## src/rtl/core/hmng_pkg.sv

```systemverilog
package hmng_pkg;

    // Field and register widths
    localparam int COORD_W    = 10;
    localparam int H_W        = 16;
    localparam int CNT_W      = 11;
    localparam int INV_W      = 16;
    localparam int CFG_IDX_W  = 2;
    localparam int CFG_DATA_W = 16;
    localparam int NORM_W     = 16;

    // Datapath widths
    localparam int DIFF_W    = H_W + 2;
    localparam int PROD_W    = DIFF_W + INV_W + 1;
    localparam int SLOPE_W   = 31;
    localparam int SQ_W      = 2 * SLOPE_W;
    localparam int Q_W       = 64;
    localparam int Q_TOP     = 62;
    localparam int MAG_W     = 32;
    localparam int LEN_W     = 32;
    localparam int FRAC_BITS = 14;
    localparam int QUOT_W    = FRAC_BITS + 1;
    localparam int REM_W     = MAG_W + FRAC_BITS + 1;

    // Pipeline shape
    localparam int FRONT_STAGES = 7;
    localparam int SQRT_STEPS   = Q_W / 2;
    localparam int DIV_STEPS    = QUOT_W;
    localparam int DIV_LAT      = DIV_STEPS + 1;
    localparam int LATENCY      = FRONT_STAGES + SQRT_STEPS + DIV_LAT + 1;

    // Constants
    localparam logic [SLOPE_W-1:0] SLOPE_LIMIT  = '1;
    localparam logic [MAG_W-1:0]   SLOPE_ONE    = 32'd512;
    localparam logic [Q_W-1:0]     SLOPE_ONE_SQ = 64'd262144;
    localparam logic [QUOT_W-1:0]  UNIT_Q14     = 15'd16384;

    // Register reset values
    localparam logic [CNT_W-1:0] COLUMNS_RST = 11'd1024;
    localparam logic [CNT_W-1:0] ROWS_RST    = 11'd1024;
    localparam logic [INV_W-1:0] INV_X_RST   = 16'd256;
    localparam logic [INV_W-1:0] INV_Y_RST   = 16'd256;

    typedef enum logic [CFG_IDX_W-1:0] {
        CFG_COLUMNS = 2'd0,
        CFG_ROWS    = 2'd1,
        CFG_INV_X   = 2'd2,
        CFG_INV_Y   = 2'd3
    } t_cfg_reg;

endpackage

```

## src/rtl/core/hmng_round_div.sv

```systemverilog
// Rounded quotient (mag * 2^14 + len/2) / len, one quotient bit per stage.
module hmng_round_div (
    input  logic                              i_clk,
    input  logic [hmng_pkg::MAG_W-1:0]        i_mag,
    input  logic [hmng_pkg::LEN_W-1:0]        i_len,
    output logic [hmng_pkg::QUOT_W-1:0]       o_quot
);

    localparam int REM_W     = hmng_pkg::REM_W;
    localparam int LEN_W     = hmng_pkg::LEN_W;
    localparam int QUOT_W    = hmng_pkg::QUOT_W;
    localparam int DIV_STEPS = hmng_pkg::DIV_STEPS;
    localparam int FRAC_BITS = hmng_pkg::FRAC_BITS;

    logic [REM_W-1:0]  r_rem [0:DIV_STEPS-1];
    logic [LEN_W-1:0]  r_len [0:DIV_STEPS-1];
    logic [QUOT_W-1:0] r_quo [1:DIV_STEPS];

    // Form the dividend with the rounding half added in
    always_ff @(posedge i_clk) begin
        r_rem[0] <= REM_W'({i_mag, {FRAC_BITS{1'b0}}}) + REM_W'(i_len >> 1);
        r_len[0] <= i_len;
    end

    for (genvar t = 0; t < DIV_STEPS; t++) begin : g_step
        localparam int SH = DIV_STEPS - 1 - t;
        logic [REM_W-1:0] w_div;
        logic             w_ge;

        assign w_div = REM_W'(r_len[t]) << SH;
        assign w_ge  = (r_rem[t] >= w_div);

        if (t < DIV_STEPS - 1) begin : g_carry
            always_ff @(posedge i_clk) begin
                r_rem[t+1] <= w_ge ? (r_rem[t] - w_div) : r_rem[t];
                r_len[t+1] <= r_len[t];
            end
        end

        if (t == 0) begin : g_first
            always_ff @(posedge i_clk) begin
                r_quo[1] <= QUOT_W'(w_ge);
            end
        end else begin : g_next
            always_ff @(posedge i_clk) begin
                r_quo[t+1] <= {r_quo[t][QUOT_W-2:0], w_ge};
            end
        end
    end

    assign o_quot = r_quo[DIV_STEPS];

endmodule

```

## config.mk

```make
export PLATFORM = sky130hd
export DESIGN_NAME = hmng_round_div
export DESIGN_NICKNAME = d
export VERILOG_FILES = /design/src/rtl/core/hmng_pkg.sv /design/src/rtl/core/hmng_round_div.sv
export SDC_FILE = /design/constraint.sdc
export NUM_CORES = 2
export LEC_CHECK = 0
export BUFFER_PORTS_ARGS = -buffer_cell sky130_fd_sc_hd__buf_4
export CORE_AREA = 4 4 357 359
export DETAILED_ROUTE_END_ITERATION = 12
export DIE_AREA = 0 0 361 363
export SYNTH_ARGS = -nofsm -noshare
export SYNTH_HDL_FRONTEND = slang
export SYNTH_SLANG_ARGS = --single-unit
```

## constraint.sdc

```tcl
create_clock -name i_clk -period 4.8 [get_ports i_clk]
set_clock_uncertainty 0.1 [all_clocks]
set_input_delay 0.72 -clock i_clk [delete_from_list [all_inputs] [get_ports i_clk]]
set_output_delay 0.72 -clock i_clk [all_outputs]
set_load 0.05 [all_outputs]
```

==> impl_results.md <==
* Status: finished clean
* Kind of critical path: flop to flop
* Placed cells at 8180
* Commonest cells in the netlist: dfxtp_1, inv_1, nand2_1
* Post-Synthesis Cell Area at 0.0581 mm²
* Die height at 363 µm
* Layout cells sized above 1 at 0.0756
* Die area at 0.131 mm²
* Routed WL at 152000 µm
* Fin. Hold Viols at 0
* CTS tree: done
* Starting density of the core at 0.469
* Gr usage total at 0.229
* Worst skew pair latency at 760 ps
* Max-slew violations at 0
* I/O pin count at 80
* Ys async rst share at 0
* Tmin final at 4200 ps
* Yosys warns at 0
* Critical Path Start Type: flop
* EDFF count, synth at 0
* # rows at 129
* # DRC at 0
* Maximum VDD drop at roughly 0.39 mV
* CTS Hold Buffers Added at 34
* Routability cong. at between 0.9 and 1
* Grt ovf at 0
* Top-count cell post-synth: dfxtp_1
* CTS buffer count at 137
* Synth Area in XOR/XNOR at 0.0758
* Post-Synth Simple-Gate Area at 0.142
* Core area at 0.124 mm²
* Crit Path Max Fanout at 54
* CTS Buffer Depth at 3
* Vias in the first global route at 46600
* Synth Area per Inst at 8.84 µm²
* Post-CTS resize count at 0
* Post-synthesis cell count at approximately 6600
* IO buf count at just under 80
* Register area share after synthesis at 0.409
* Mux contribution to synthesized area at 0.0143
* Clk pin slew, worst setup/hold paths at 60 ps
* Area leader, netlist: dfxtp_1
* H-tree depth at 4
* Worst EP required at roughly 5300 ps
* Worst min path class: input pin to flop
* Max Cap Viol at 0
* Main combinational cell family by area after synthesis: compound AO/OA/AOI/OAI gates
* Max Clock Freq at 238 MHz
* Period utilization at 0.874
* Vias at ~45000
* Top FF cell, synth: dfxtp_1
* DP HPWL at 123000 µm
* Ranking of synthesized cells by area: dfxtp_1, ha_1, a21oi_1
* RSZ-0062 raised after global routing: false
* Pleak at 29.6 nW
* Compound-Gate Fraction of Synth Area at 0.195
* Num Clock Sinks at between 1000 and 1500
* Width of the die at 361 µm
* Starting DRT DRC Count at 2475
* Pwr dens at 713 mW/mm²
* Synth cell types at 96
* Area growth from synthesis to layout at 13.1%
* Routed WL per cell at 18.0 µm
* Worst-margin pin slew at 1160 ps
* Global-route wire length before repair at 239000 µm
* FF+latch count, synth at about 1200
* Synth Area in Adders at 0.112
* Synth top area share at 0.409
* Vias/cell at 5.36
* Final Setup Violations at 0
* Initial antenna violation count at 1
* Initial DRT Pass Iterations at 6
* Slew margin rel. at 0.223
* Setup Fix Bufs, Post-CTS at 0
* TNS Setup at 0 ps
* Nets at 7293
* CTS root buffer: clkbuf_16
* Arrival @ worst endpoint at 4730 ps
* Antenna violation net count after detailed routing at 0
* Largest net degree at the start of global routing at 63
* Critical path endpoint category: flop
* Layout Cells excl Fill at between 8000 and 9000
* Syn nets at ~7100
cell usage in the layout (no fill, tap or decap), types with 36 or more instances in the layout:
cell type,Yosys,layout
dfxtp_1,1186,1186
inv_1,592,592
nand2_1,587,587
a21oi_1,535,535
ha_1,497,497
o21ai_0,433,433
nor2_1,379,379
xnor2_1,287,287
a21o_1,264,264
xor2_1,216,216
clkbuf_16,0,144
buf_4,7,137
nand3_1,122,121
nor3_1,107,105
nand4_1,103,103
nand2b_1,75,75
nor2b_1,75,74
o21a_1,62,62
mux2_2,62,62
o21bai_1,56,56
and3_1,55,55
a31oi_1,55,55
a211oi_1,55,55
o31ai_1,51,51
o21ai_1,46,45
nor4_1,45,43
or3_1,36,36
cell families (layout without fill, tap and decap cells):
logic type | Yosys count | count (layout)
flops | 1186 | 1186
xor+xnor | 503 | 503
compound gates | 1803 | 1803
fa+ha+maj | 512 | 512
buf+inv | 770 | 1027
mux | 75 | 75
simple gates | 1721 | 1721
other cells | 0 | 2
routing by layer:
| metal | GRT usage | wire [µm] |
|---|---|---|
| met4 | 0.170 | 12400 |
| met2 | 0.468 | 83400 |
| met1 | 0.201 | 52600 |
| met5 | 0 | 0 |
| met3 | 0.0284 | 3910 |
critical path, cell delays in order, from the launching register on:
cell      delay (ps)
dfxtp_1          380
inv_1             70
ha_1             300
nor2b_1          140
o31a_1           290
o31ai_1          470
a21oi_1          330
o211ai_1         440
nand3_1          190
a41oi_1          320
nor2b_4          350
buf_12           260
mux2_2           380
state kept, by name (all words and copies together) (netlist names):
name / cells
r_rem: 613
r_len: 453
r_quo: 120
final cells by class:
| type | instances | area [µm²] |
|---|---|---|
| fillers | 11400 | 58100 |
| clock inverters | 53 | 586 |
| multi-input cells | 4614 | 31500 |
| clock buffers | 197 | 4090 |
| inverters | 596 | 2240 |
| diodes | 2 | 5.00 |
| flip-flops and latches | 1186 | 23700 |
| repair buffers | 181 | 1570 |
| well taps | 1637 | 2050 |
stage by stage:
step	setup slack (ps)	util	hold WS (ps)	cell area, µm²	power (mW)
final	605	0.531	69.8	65700	46.9
after global routing	354	0.531	22.5	65700	50.4
after CTS	584	0.531	2.32	65700	47.2
after detailed placement	592	0.490	212	60700	36.4
after global placement	702	0.490	209	60700	36.3
after floorplan	1520	-	210	58100	30.9
where the power goes:
| group | internal, mW | switching (mW) | total [mW] |
|---|---|---|---|
| Sequential | 12.9 | 1.81 | 14.7 |
| Combinational | 9.33 | 12.3 | 21.6 |
| Clock | 6.47 | 4.10 | 10.6 |
| Total | 28.7 | 18.2 | 46.9 |
worst paths after layout:
kind	cells after the start	slack, ps	end	from
hold / removal	2	70	r_rem[0][32]	i_mag[18]
setup / recovery	12	600	r_rem[2][60]	r_len[0][129]
hold reg to reg	0	220	r_quo[8][4]	r_quo[7][3]
setup reg to reg	12	600	r_rem[2][60]	r_len[0][129]
(Power assumes the default switching activity.)
